File: src/rtl/irpe_pkg.sv
// shared types, phase codes, register indexes and frame constants
// for the ir frame pulse encoder; no dependencies
`default_nettype none

package irpe_pkg;

   localparam int FRAME_BYTES = 9;
   localparam int FRAME_BITS  = FRAME_BYTES * 8;
   localparam int LEN_W       = 16;
   localparam int POS_W       = 7;
   localparam int IDX_W       = 3;

   typedef logic [LEN_W-1:0]      len_type;
   typedef logic [POS_W-1:0]      pos_type;
   typedef logic [FRAME_BITS-1:0] frame_type;
   typedef logic [2:0]            phase_type;

   // envelope phases
   localparam phase_type PH_IDLE       = 3'd0;
   localparam phase_type PH_HDR_MARK   = 3'd1;
   localparam phase_type PH_HDR_SPACE  = 3'd2;
   localparam phase_type PH_BIT_MARK   = 3'd3;
   localparam phase_type PH_BIT_SPACE  = 3'd4;
   localparam phase_type PH_FOOT_MARK  = 3'd5;
   localparam phase_type PH_GAP        = 3'd6;

   // register indexes
   localparam logic [IDX_W-1:0] REG_HEADER_MARK  = 3'd0;
   localparam logic [IDX_W-1:0] REG_HEADER_SPACE = 3'd1;
   localparam logic [IDX_W-1:0] REG_BIT_MARK     = 3'd2;
   localparam logic [IDX_W-1:0] REG_ONE_SPACE    = 3'd3;
   localparam logic [IDX_W-1:0] REG_ZERO_SPACE   = 3'd4;
   localparam logic [IDX_W-1:0] REG_GAP_SPACE    = 3'd5;

   localparam len_type RST_HEADER_MARK  = 16'd9035;
   localparam len_type RST_HEADER_SPACE = 16'd4517;
   localparam len_type RST_BIT_MARK     = 16'd667;
   localparam len_type RST_ONE_SPACE    = 16'd517;
   localparam len_type RST_ZERO_SPACE   = 16'd1543;
   localparam len_type RST_GAP_SPACE    = 16'd4517;

   // climate modes
   localparam logic [1:0] MODE_OFF  = 2'd0;
   localparam logic [1:0] MODE_AUTO = 2'd1;
   localparam logic [1:0] MODE_COOL = 2'd2;
   localparam logic [1:0] MODE_HEAT = 2'd3;

   localparam logic [7:0] TEMP_MIN = 8'd16;
   localparam logic [7:0] TEMP_MAX = 8'd30;

   // a zero length still lasts one tick
   function automatic len_type len_fix(input len_type v);
      return (v == '0) ? len_type'(1) : v;
   endfunction

   // temperature byte, indexed by degrees above the minimum
   function automatic logic [7:0] temp_byte(input logic [3:0] idx);
      logic [7:0] b;
      case (idx)
         4'd0:    b = 8'h64;
         4'd1:    b = 8'hA4;
         4'd2:    b = 8'h24;
         4'd3:    b = 8'hC4;
         4'd4:    b = 8'h44;
         4'd5:    b = 8'h84;
         4'd6:    b = 8'h04;
         4'd7:    b = 8'hF8;
         4'd8:    b = 8'h78;
         4'd9:    b = 8'hB8;
         4'd10:   b = 8'h38;
         4'd11:   b = 8'hD8;
         4'd12:   b = 8'h58;
         4'd13:   b = 8'h98;
         4'd14:   b = 8'h18;
         default: b = 8'h00;
      endcase
      return b;
   endfunction

endpackage

`default_nettype wire

File: src/rtl/ac_ir_frame_pulse_encoder_unit.sv
// top level of the ir frame pulse-distance envelope encoder
// depends on irpe_pkg and irpe_frame_build
`default_nettype none

// usage
// - req channel: one item per transfer; action 1 starts a frame from mode and
//   target_celsius, action 0 is one microsecond tick of the envelope
// - rsp channel: exactly one result per request transfer, carrying the level
//   driven in that microsecond, the busy flag and the end-of-frame flag
// - csr port: six 16-bit timing registers, written with csr_write_en; an index
//   past the last register is dropped; write only while no frame is running
// - a result is registered and appears in the cycle after its request transfer
// - throughput: one request per cycle unless stalled; the whole step (counter
//   decrement, phase advance) is one logic pass from state to result registers
// - a stalled rsp side holds its result; req_ready stays high as long as the
//   result register is empty or being drained in the same cycle
// - reset: phase idle, counters zero, timing registers at their defaults,
//   result register empty
// - a send command while a frame is running is dropped, its result shows busy
`default_nettype none

module ac_ir_frame_pulse_encoder_unit (
   input  wire logic        clock,
   input  wire logic        reset,

   input  wire logic        req_valid,
   output      logic        req_ready,
   input  wire logic        req_action,
   input  wire logic [1:0]  req_mode,
   input  wire logic [7:0]  req_target_celsius,

   output      logic        rsp_valid,
   input  wire logic        rsp_ready,
   output      logic        rsp_ir_level,
   output      logic        rsp_busy_res,
   output      logic        rsp_frame_done,

   input  wire logic        csr_write_en,
   input  wire logic [2:0]  csr_index,
   input  wire logic [15:0] csr_wdata
);

   // timing registers
   irpe_pkg::len_type hdr_mark_ff, hdr_space_ff, bit_mark_ff;
   irpe_pkg::len_type one_space_ff, zero_space_ff, gap_space_ff;

   // envelope state; the frame shifts left so the current bit is always the msb
   irpe_pkg::frame_type frame_ff, frame_in;
   irpe_pkg::pos_type   bit_pos_ff, bit_pos_in;
   irpe_pkg::phase_type phase_ff, phase_in;
   irpe_pkg::len_type   tick_ff, tick_in;

   // result register
   logic rsp_valid_ff;
   logic level_ff, level_in;
   logic busy_ff, busy_in;
   logic done_ff, done_in;

   irpe_pkg::frame_type new_frame;
   irpe_pkg::phase_type phase_cur;
   irpe_pkg::len_type   tick_dec;
   irpe_pkg::pos_type   bit_pos_inc;
   logic                req_xfer;
   logic                cur_mark;

   irpe_frame_build u_frame_build (
      .mode           (req_mode),
      .target_celsius (req_target_celsius),
      .frame          (new_frame)
   );

   // output register decouples the two sides
   assign req_ready = !rsp_valid_ff || rsp_ready;
   assign req_xfer  = req_valid && req_ready;

   assign rsp_valid      = rsp_valid_ff;
   assign rsp_ir_level   = level_ff;
   assign rsp_busy_res   = busy_ff;
   assign rsp_frame_done = done_ff;

   // an unused phase code counts as idle
   assign phase_cur   = (phase_ff > irpe_pkg::PH_GAP) ? irpe_pkg::PH_IDLE : phase_ff;
   assign cur_mark    = (phase_cur == irpe_pkg::PH_HDR_MARK) ||
                        (phase_cur == irpe_pkg::PH_BIT_MARK) ||
                        (phase_cur == irpe_pkg::PH_FOOT_MARK);
   assign tick_dec    = (tick_ff != '0) ? tick_ff - irpe_pkg::len_type'(1) : tick_ff;
   assign bit_pos_inc = bit_pos_ff + irpe_pkg::pos_type'(1);

   always_comb begin
      frame_in   = frame_ff;
      bit_pos_in = bit_pos_ff;
      phase_in   = phase_cur;
      tick_in    = tick_ff;
      level_in   = 1'b0;
      busy_in    = 1'b0;
      done_in    = 1'b0;

      if (req_action) begin
         busy_in = 1'b1;
         if (phase_cur == irpe_pkg::PH_IDLE) begin
            // start a frame; the header mark is what the next tick drives
            frame_in   = new_frame;
            bit_pos_in = '0;
            phase_in   = irpe_pkg::PH_HDR_MARK;
            tick_in    = irpe_pkg::len_fix(hdr_mark_ff);
            level_in   = 1'b1;
         end else begin
            level_in = cur_mark;
         end
      end else if (phase_cur != irpe_pkg::PH_IDLE) begin
         level_in = cur_mark;
         busy_in  = 1'b1;
         tick_in  = tick_dec;
         if (tick_dec == '0) begin
            case (phase_cur)
               irpe_pkg::PH_HDR_MARK: begin
                  phase_in = irpe_pkg::PH_HDR_SPACE;
                  tick_in  = irpe_pkg::len_fix(hdr_space_ff);
               end
               irpe_pkg::PH_HDR_SPACE: begin
                  phase_in = irpe_pkg::PH_BIT_MARK;
                  tick_in  = irpe_pkg::len_fix(bit_mark_ff);
               end
               irpe_pkg::PH_BIT_MARK: begin
                  phase_in = irpe_pkg::PH_BIT_SPACE;
                  tick_in  = frame_ff[irpe_pkg::FRAME_BITS-1] ?
                             irpe_pkg::len_fix(one_space_ff) :
                             irpe_pkg::len_fix(zero_space_ff);
               end
               irpe_pkg::PH_BIT_SPACE: begin
                  bit_pos_in = bit_pos_inc;
                  frame_in   = {frame_ff[irpe_pkg::FRAME_BITS-2:0], 1'b0};
                  if (bit_pos_inc >= irpe_pkg::pos_type'(irpe_pkg::FRAME_BITS)) begin
                     phase_in = irpe_pkg::PH_FOOT_MARK;
                  end else begin
                     phase_in = irpe_pkg::PH_BIT_MARK;
                  end
                  tick_in = irpe_pkg::len_fix(bit_mark_ff);
               end
               irpe_pkg::PH_FOOT_MARK: begin
                  phase_in = irpe_pkg::PH_GAP;
                  tick_in  = irpe_pkg::len_fix(gap_space_ff);
               end
               default: begin
                  // end of the gap closes the frame
                  phase_in   = irpe_pkg::PH_IDLE;
                  tick_in    = '0;
                  bit_pos_in = '0;
                  done_in    = 1'b1;
               end
            endcase
         end
      end
   end

   // envelope state
   always_ff @(posedge clock) begin
      if (reset) begin
         frame_ff   <= '0;
         bit_pos_ff <= '0;
         phase_ff   <= irpe_pkg::PH_IDLE;
         tick_ff    <= '0;
      end else if (req_xfer) begin
         frame_ff   <= frame_in;
         bit_pos_ff <= bit_pos_in;
         phase_ff   <= phase_in;
         tick_ff    <= tick_in;
      end
   end

   // result register
   always_ff @(posedge clock) begin
      if (reset) begin
         rsp_valid_ff <= 1'b0;
      end else if (req_xfer) begin
         rsp_valid_ff <= 1'b1;
      end else if (rsp_ready) begin
         rsp_valid_ff <= 1'b0;
      end
   end

   always_ff @(posedge clock) begin
      if (req_xfer) begin
         level_ff <= level_in;
         busy_ff  <= busy_in;
         done_ff  <= done_in;
      end
   end

   // timing registers
   always_ff @(posedge clock) begin
      if (reset) begin
         hdr_mark_ff   <= irpe_pkg::RST_HEADER_MARK;
         hdr_space_ff  <= irpe_pkg::RST_HEADER_SPACE;
         bit_mark_ff   <= irpe_pkg::RST_BIT_MARK;
         one_space_ff  <= irpe_pkg::RST_ONE_SPACE;
         zero_space_ff <= irpe_pkg::RST_ZERO_SPACE;
         gap_space_ff  <= irpe_pkg::RST_GAP_SPACE;
      end else if (csr_write_en) begin
         case (csr_index)
            irpe_pkg::REG_HEADER_MARK:  hdr_mark_ff   <= csr_wdata;
            irpe_pkg::REG_HEADER_SPACE: hdr_space_ff  <= csr_wdata;
            irpe_pkg::REG_BIT_MARK:     bit_mark_ff   <= csr_wdata;
            irpe_pkg::REG_ONE_SPACE:    one_space_ff  <= csr_wdata;
            irpe_pkg::REG_ZERO_SPACE:   zero_space_ff <= csr_wdata;
            irpe_pkg::REG_GAP_SPACE:    gap_space_ff  <= csr_wdata;
            default: begin
            end
         endcase
      end
   end

   // checks

   // a running phase always has ticks left
   a_tick_nonzero: assert property (@(posedge clock) disable iff (reset)
      (phase_ff != irpe_pkg::PH_IDLE) |-> (tick_ff != '0))
      else $error("running phase with empty tick counter");

   // the bit index never runs past the frame
   a_pos_range: assert property (@(posedge clock) disable iff (reset)
      bit_pos_ff <= irpe_pkg::pos_type'(irpe_pkg::FRAME_BITS))
      else $error("bit position past end of frame");

   // a command taken while idle starts with the header mark
   a_start: assert property (@(posedge clock) disable iff (reset)
      (req_xfer && req_action && phase_ff == irpe_pkg::PH_IDLE)
      |=> (phase_ff == irpe_pkg::PH_HDR_MARK && rsp_valid && rsp_ir_level))
      else $error("command in idle did not start a frame");

   // end of frame is reported only on a busy result and leaves the block idle
   a_done: assert property (@(posedge clock) disable iff (reset)
      (req_xfer && done_in) |=> (rsp_busy_res && phase_ff == irpe_pkg::PH_IDLE))
      else $error("frame end without return to idle");

   // a tick while idle stays idle with a quiet result
   a_idle_tick: assert property (@(posedge clock) disable iff (reset)
      (req_xfer && !req_action && phase_ff == irpe_pkg::PH_IDLE)
      |=> (phase_ff == irpe_pkg::PH_IDLE && !rsp_ir_level && !rsp_busy_res))
      else $error("idle tick changed state");

endmodule

`default_nettype wire

File: src/rtl/irpe_frame_build.sv
// builds the nine-byte frame from mode and target temperature
// depends on irpe_pkg
`default_nettype none

module irpe_frame_build (
   input  wire logic [1:0]         mode,
   input  wire logic [7:0]         target_celsius,
   output irpe_pkg::frame_type     frame
);

   logic [7:0] b0;
   logic [7:0] b5;
   logic [7:0] t_clamp;
   logic [7:0] t_off;

   always_comb begin
      b0 = 8'h0E;
      b5 = 8'h1F;
      case (mode)
         irpe_pkg::MODE_AUTO: begin
            b0 = b0 | 8'hE0;
         end
         irpe_pkg::MODE_COOL: begin
            b0 = b0 | 8'hE0;
            b5 = b5 | 8'h80;
         end
         irpe_pkg::MODE_HEAT: begin
            b0 = b0 | 8'h20;
         end
         default: begin
            b0 = b0 | 8'hF0;
            b5 = b5 | 8'h80;
         end
      endcase

      // clamp to the supported range
      if (target_celsius < irpe_pkg::TEMP_MIN) begin
         t_clamp = irpe_pkg::TEMP_MIN;
      end else if (target_celsius > irpe_pkg::TEMP_MAX) begin
         t_clamp = irpe_pkg::TEMP_MAX;
      end else begin
         t_clamp = target_celsius;
      end
      t_off = t_clamp - irpe_pkg::TEMP_MIN;

      // byte 0 sits at the top, sent first
      frame = {b0,
               8'h03 | irpe_pkg::temp_byte(t_off[3:0]),
               8'hFF,
               8'hFF,
               8'h03,
               b5,
               8'hFF,
               8'hFF,
               8'hCF};
   end

endmodule

`default_nettype wire
File: config.mk
export PLATFORM = sky130hd
export DESIGN_NAME = ac_ir_frame_pulse_encoder_unit
export DESIGN_NICKNAME = d
export VERILOG_FILES = /design/src/rtl/irpe_pkg.sv /design/src/rtl/ac_ir_frame_pulse_encoder_unit.sv /design/src/rtl/irpe_frame_build.sv
export SDC_FILE = /design/constraint.sdc
export NUM_CORES = 1
export LEC_CHECK = 0
export BUFFER_PORTS_ARGS = -buffer_cell sky130_fd_sc_hd__buf_2
export CAP_MARGIN = 20
export CORE_AREA = 2 2 128 130
export DETAILED_ROUTE_END_ITERATION = 16
export DIE_AREA = 0 0 130 132
export GPL_TIMING_DRIVEN = 0
export PLACE_DENSITY_LB_ADDON = 0.1
export REMOVE_ABC_BUFFERS = 1
export SLEW_MARGIN = 10
export SYNTH_ARGS = -nofsm -noshare
export SYNTH_HDL_FRONTEND = slang
export SYNTH_SLANG_ARGS = --single-unit
File: constraint.sdc
create_clock -name clock -period 4.23 [get_ports clock]
set_input_delay 0.6345 -clock clock [delete_from_list [all_inputs] [get_ports clock]]
set_output_delay 0.6345 -clock clock [all_outputs]
set_load 0.05 [all_outputs]
* Word-level counts from Yosys, hierarchy flattened
Memories as Yosys holds them, arrays and structs flattened. Cells that the tools add are included.
Storage, ports and cells: input bits 35, memory bits (read-only) 96, logic and storage cells 115, register bits after elaboration 198, memories 1
Memories:
- (no name shown) | words 16, width 6, read ports 1, clocked after Yosys merged registers in 0, write ports 0, RTL line irpe_pkg.sv:59 | case (idx)
Cells by class: add/subtract/negate cells 3, eq/ne operators 15, reductions and logical operators 35, muxes and demuxes 41, bitwise gates (word level) 2, order comparisons 4
Operators with widths (count):
- two-way mux 72 bit | 5
- two-way mux 16 bit | 12
- logical NOT 16 bit | 7
- case mux 16 bit (4 select lines) | 1
- two-way mux 7 bit | 4
- two-way mux 3 bit | 6
- case mux 8 bit (2 select lines) | 1
- nonzero test 16 bit | 1
- subtractor 16 x 1 -> 16 bit, second input constant | 1
- case mux 3 bit (5 select lines) | 1
- case mux 7 bit (2 select lines) | 1
- == test 3 x 2 -> 1 bit, second input constant | 4
- == test 3 bit, second input constant | 4
- AND reduction 2 bit | 6
- AND reduction 5 bit | 2
- > comparator 8 x 5 -> 1 bit, second input constant | 1
- < comparator 8 x 5 -> 1 bit, second input constant | 1
- two-way mux 4 bit | 2
- two-way mux 8 bit | 1
- nonzero test 2 bit | 4
- adder 7 x 1 -> 7 bit, second input constant | 1
- >= comparator 7 bit, second input constant | 1
- two-way mux 1 bit | 7
- == test 3 x 1 -> 1 bit, second input constant | 2
- other kinds (16) | 24

* Longest topological paths before layout
word-level depth 8, mapped depth 14, gate-level depth less buffers 11

* Hierarchy
Synthesis repeated with hierarchy kept, for this count alone.
Second synthesis, totals: cells, all modules 1354, area, all modules 10841.6 um^2
Modules (own cells, without submodules):
- ac_ir_frame_pulse_encoder_unit | seq. area each 3993.8 um^2, cells an instance 1255, times used 1, area an instance 10123.5 um^2
- irpe_frame_build | seq. area each 0.0 um^2, cells an instance 99, times used 1, area an instance 718.2 um^2

* Worst setup path after synthesis
No wires, ideal clock.
path kind register to register, start reg tick_ff[1], end reg bit_pos_ff[2], setup slack 1.191 ns, stages on the path, launching flop included 12, path buffers 1, required time 4.093 ns, setup time 0.137 ns, arrival time 2.902 ns, path through dfxtp_1 > inv_1 > ha_1 > buf_2 > or4b_4 > nor4_2 > mux2i_1 > nand4_1 > nor4_4 > nand3b_4 > o41ai_4 > a31oi_1
Between the ends: longest elaborated chain between the ends 5, elaborated cells on any way between the ends 6, those cells by class add/sub: 1; mux: 1; reduce/logical: 4
RTL lines:
- start, declared | RTL line ac_ir_frame_pulse_encoder_unit.sv:51 | irpe_pkg::len_type tick_ff, tick_in;
- start signal, assigned | RTL line ac_ir_frame_pulse_encoder_unit.sv:167 | tick_ff <= tick_in;
- subtractor 16 x 1 -> 16 bit or nonzero test 16 bit (tied branches) | RTL line ac_ir_frame_pulse_encoder_unit.sv:86 | assign tick_dec = (tick_ff != '0) ? tick_ff - irpe_pkg::len_type'(1) : tick_ff;
- two-way mux 16 bit * | RTL line ac_ir_frame_pulse_encoder_unit.sv:86
- logical NOT 16 bit * | RTL line ac_ir_frame_pulse_encoder_unit.sv:114 | if (tick_dec == '0) begin
- nonzero test 2 bit (no source line) *
- AND reduction 5 bit (no source line) *
- end signal, assigned | RTL line ac_ir_frame_pulse_encoder_unit.sv:165 | bit_pos_ff <= bit_pos_in;
- end, declared | RTL line ac_ir_frame_pulse_encoder_unit.sv:49 | irpe_pkg::pos_type bit_pos_ff, bit_pos_in;
Every way passes the cells marked *; elsewhere a longest branch is shown, timed or not. A chain may end at the register's enable or synchronous reset.

* Worst setup path after layout
start reg tick_ff[1], end reg frame_ff[39]
Between the ends: longest elaborated chain between the ends 5, elaborated cells on any way between the ends 6, those cells by class add/sub: 1; mux: 1; reduce/logical: 4
RTL lines:
- subtractor 16 x 1 -> 16 bit or nonzero test 16 bit (tied branches) | RTL line ac_ir_frame_pulse_encoder_unit.sv:86
- two-way mux 16 bit * | RTL line ac_ir_frame_pulse_encoder_unit.sv:86
- logical NOT 16 bit * | RTL line ac_ir_frame_pulse_encoder_unit.sv:114
- nonzero test 2 bit (no source line) *
- AND reduction 5 bit (no source line) *
- end signal, assigned | RTL line ac_ir_frame_pulse_encoder_unit.sv:164 | frame_ff <= frame_in;
- end, declared | RTL line ac_ir_frame_pulse_encoder_unit.sv:48 | irpe_pkg::frame_type frame_ff, frame_in;
Marked as above.

==> reports/qor.yml <==
outcome: "complete, no violations"
synth_cell_types: 74
coreArea_um2: 15700
post-place-ws_ps: -156
fp.dieW_um: 130
synthFlopType: "dfxtp_1"
grt_max_degree: 127
syn_area_um2: 9560
grt_pass1_wl_mm: 38.7
grt_use_total_pct: 27.6
grt_overflow: 0
path_class: "register to register"
via_count: 8650
fin_nets: 1240
viasPerCell: 6.07
synth.avg_cell_area_um2: 7.85
dr.pass1.iters: 6
ant_nets: 0
setup_ws_ps: 388
root_buffer: "clkbuf_16"
dp_hpwl_mm: 15.6
clk_path_buf_depth: 2
routed_wl_mm: 23.3
grt_pass1_vias: 7667
die_area_um2: 17200
worstPathRequired_ps: 4590
ctsResizeCount: 0
ioPinCount: 40
post_cts_buffers: 0
async_flop_share_pct: 0
cts_sinks: 198
hold_path_depth: 3
synth-edff-count: 3
finalSetupViolCount: 0
rsz0062_at_grt: "no"
final_cells: 1425
postPlaceCellArea_um2: 9750
path_clk_slew_ps: 70
worstMarginPinSlew_ps: 1010
arrival_ps: 4200
report.final.hold_viol_count: 0
ir_worst_vdd_v: 0.000334
port_buffers: 39
postCtsHoldBufs: 0
slew_headroom_pct: 32.3
period_share_pct: 90.8
antenna_found_initial: 0
drcViolationCount: 0
clk_latency_ps: 440
crit_path_start_kind: "register"
drt_iter0_markers: 812
synth-seq-cells: 198
syn_inst: 1218
wl_per_cell_um: 16.3
drive_gt1_share_pct: 9.51
end_kind: "register"
fmax_mhz: 260
numCtsBuffers: 17
htreeDepth: 4
globalplace.congestion: 0.880
dp.cells: 1392
seq_area_um2: 3990
layout-area-overhead-vs-synth_pct: 8.57
ys_seq_area_share_pct: 41.8
final_area_um2: 10400
num_rows: 46
setup_tns_ps: 0
fillers: 1414
leakagePower_nw: 3.62
die_h_um: 132
maxCapViolCount: 0
critPathMaxFanout: 55
skew_ps: 12.3
yosys_warnings: 0
start_util_pct: 60.8
hold_class: "input pin to register"
finalMaxSlewViolations: 0
power_density_nw_per_um2: 414
cts_tree: "done"
multi_input_area_um2: 5070
ff2ff_path_depth: 11
layout_min_cycle_time_ps: 3840
antennaDiodeCount: 0
[cell families after synthesis]
kind of cell / Yosys count / synth area share [%]
compound gates: 339 / 21.4
xor+xnor: 7 / 0.641
flops: 198 / 41.8
fa+ha+maj: 9 / 1.18
mux: 15 / 1.57
simple gates: 542 / 28.2
buf+inv: 108 / 5.25
[power breakdown]
group | internal, mW | total [mW] | switching, mW | leakage [nW]
Combinational | 0.216 | 0.591 | 0.374 | 1.72
Clock | 0.947 | 1.69 | 0.747 | 0.295
Sequential | 1.94 | 2.01 | 0.0751 | 1.61
Total | 3.10 | 4.30 | 1.20 | 3.62
[path summary, 6_finish.rpt]
kind	slack, ps	endpoint	start
worst max-delay path	390	frame_ff[39]	tick_ff[1]
worst min-delay path	450	rsp_valid	req_valid
worst max register to register	390	frame_ff[39]	tick_ff[1]
worst min register to register	450	frame_ff[47]	frame_ff[47]
[worst max-delay path: stages, from the launching register on]
cell	delay [ps]
dfxtp_1	360
inv_1	120
ha_1	350
or4b_4	570
nor4_2	230
mux2i_1	350
nand4_1	180
nor4_4	500
a21o_2	480
buf_12	270
nand3_1	120
a21oi_1	210
[synthesized netlist by cell type (all sizes together) (9+ instances only)]
library cell	number	area share, %
o21ai	98	5.1
dfxtp	195	41
buf	32	2.3
ha	9	1.2
clkbuf	57	2.2
nor4	34	3.1
inv	19	0.75
a21oi	156	8.3
nor2	30	1.2
nand3b	39	3.2
a31oi	11	0.72
nand2b	11	0.72
nand2	311	12
nand3	27	1.4
nor3	29	1.8
or3	20	1.4
mux2i	15	1.6
[registers in the layout, summed over array words and instances (netlist names)]
| name | count |
|---|---|
| frame_ff | 72 |
| bit_mark_ff | 16 |
| gap_space_ff | 16 |
| hdr_mark_ff | 16 |
| hdr_space_ff | 16 |
| one_space_ff | 16 |
| tick_ff | 16 |
| zero_space_ff | 16 |
| bit_pos_ff | 7 |
| phase_ff | 3 |
| rsp_busy_res | 1 |
| rsp_frame_done | 1 |
| rsp_ir_level | 1 |
| rsp_valid | 1 |
[metrics by stage]
stage                     total power [mW]  hold slack, ps  util (%)
after floorplan                       2.44             422         -
after global placement                2.61             435      61.1
after detailed placement              2.63             440      62.0
after CTS                             4.31             437      66.0
after global routing                  4.47             455      66.0
final                                 4.30             446      66.0
[layer usage]
layer / global-route usage (%) / vias up / share of wire (%)
met2: 40.6 / 296 / 45
li1: - / 4280 / -
met4: 6.03 / 0 / 1.4
met5: 0 / - / 0
met3: 5.44 / 35 / 7.0
met1: 41.8 / 4039 / 47
[cells in the final DEF, fill, tap and decap left out, types with 8 or more instances in the layout]
cell / n
nor3_1: 23
and3_1: 8
nor4_1: 28
a31oi_1: 11
o21ai_1: 46
nand3b_1: 38
dfxtp_1: 195
buf_2: 37
nand3_1: 27
clkbuf_16: 17
or3_1: 18
ha_1: 9
a21oi_1: 153
o21ai_0: 52
inv_1: 19
mux2i_1: 15
nand2_1: 311
nor2_1: 30
a221o_1: 8
nand2b_1: 11
[area by class of cell]
type                            count  share of cell area, %
Clock buffer                       17                   4.10
Tap cell                          216                   2.60
Inverter                           19                  0.687
Clock inverter                     15                   1.86
Multi-Input combinational cell    912                   48.9
Timing Repair Buffer               48                   3.36
Sequential cell                   198                   38.5
(Power assumes the default switching activity.)
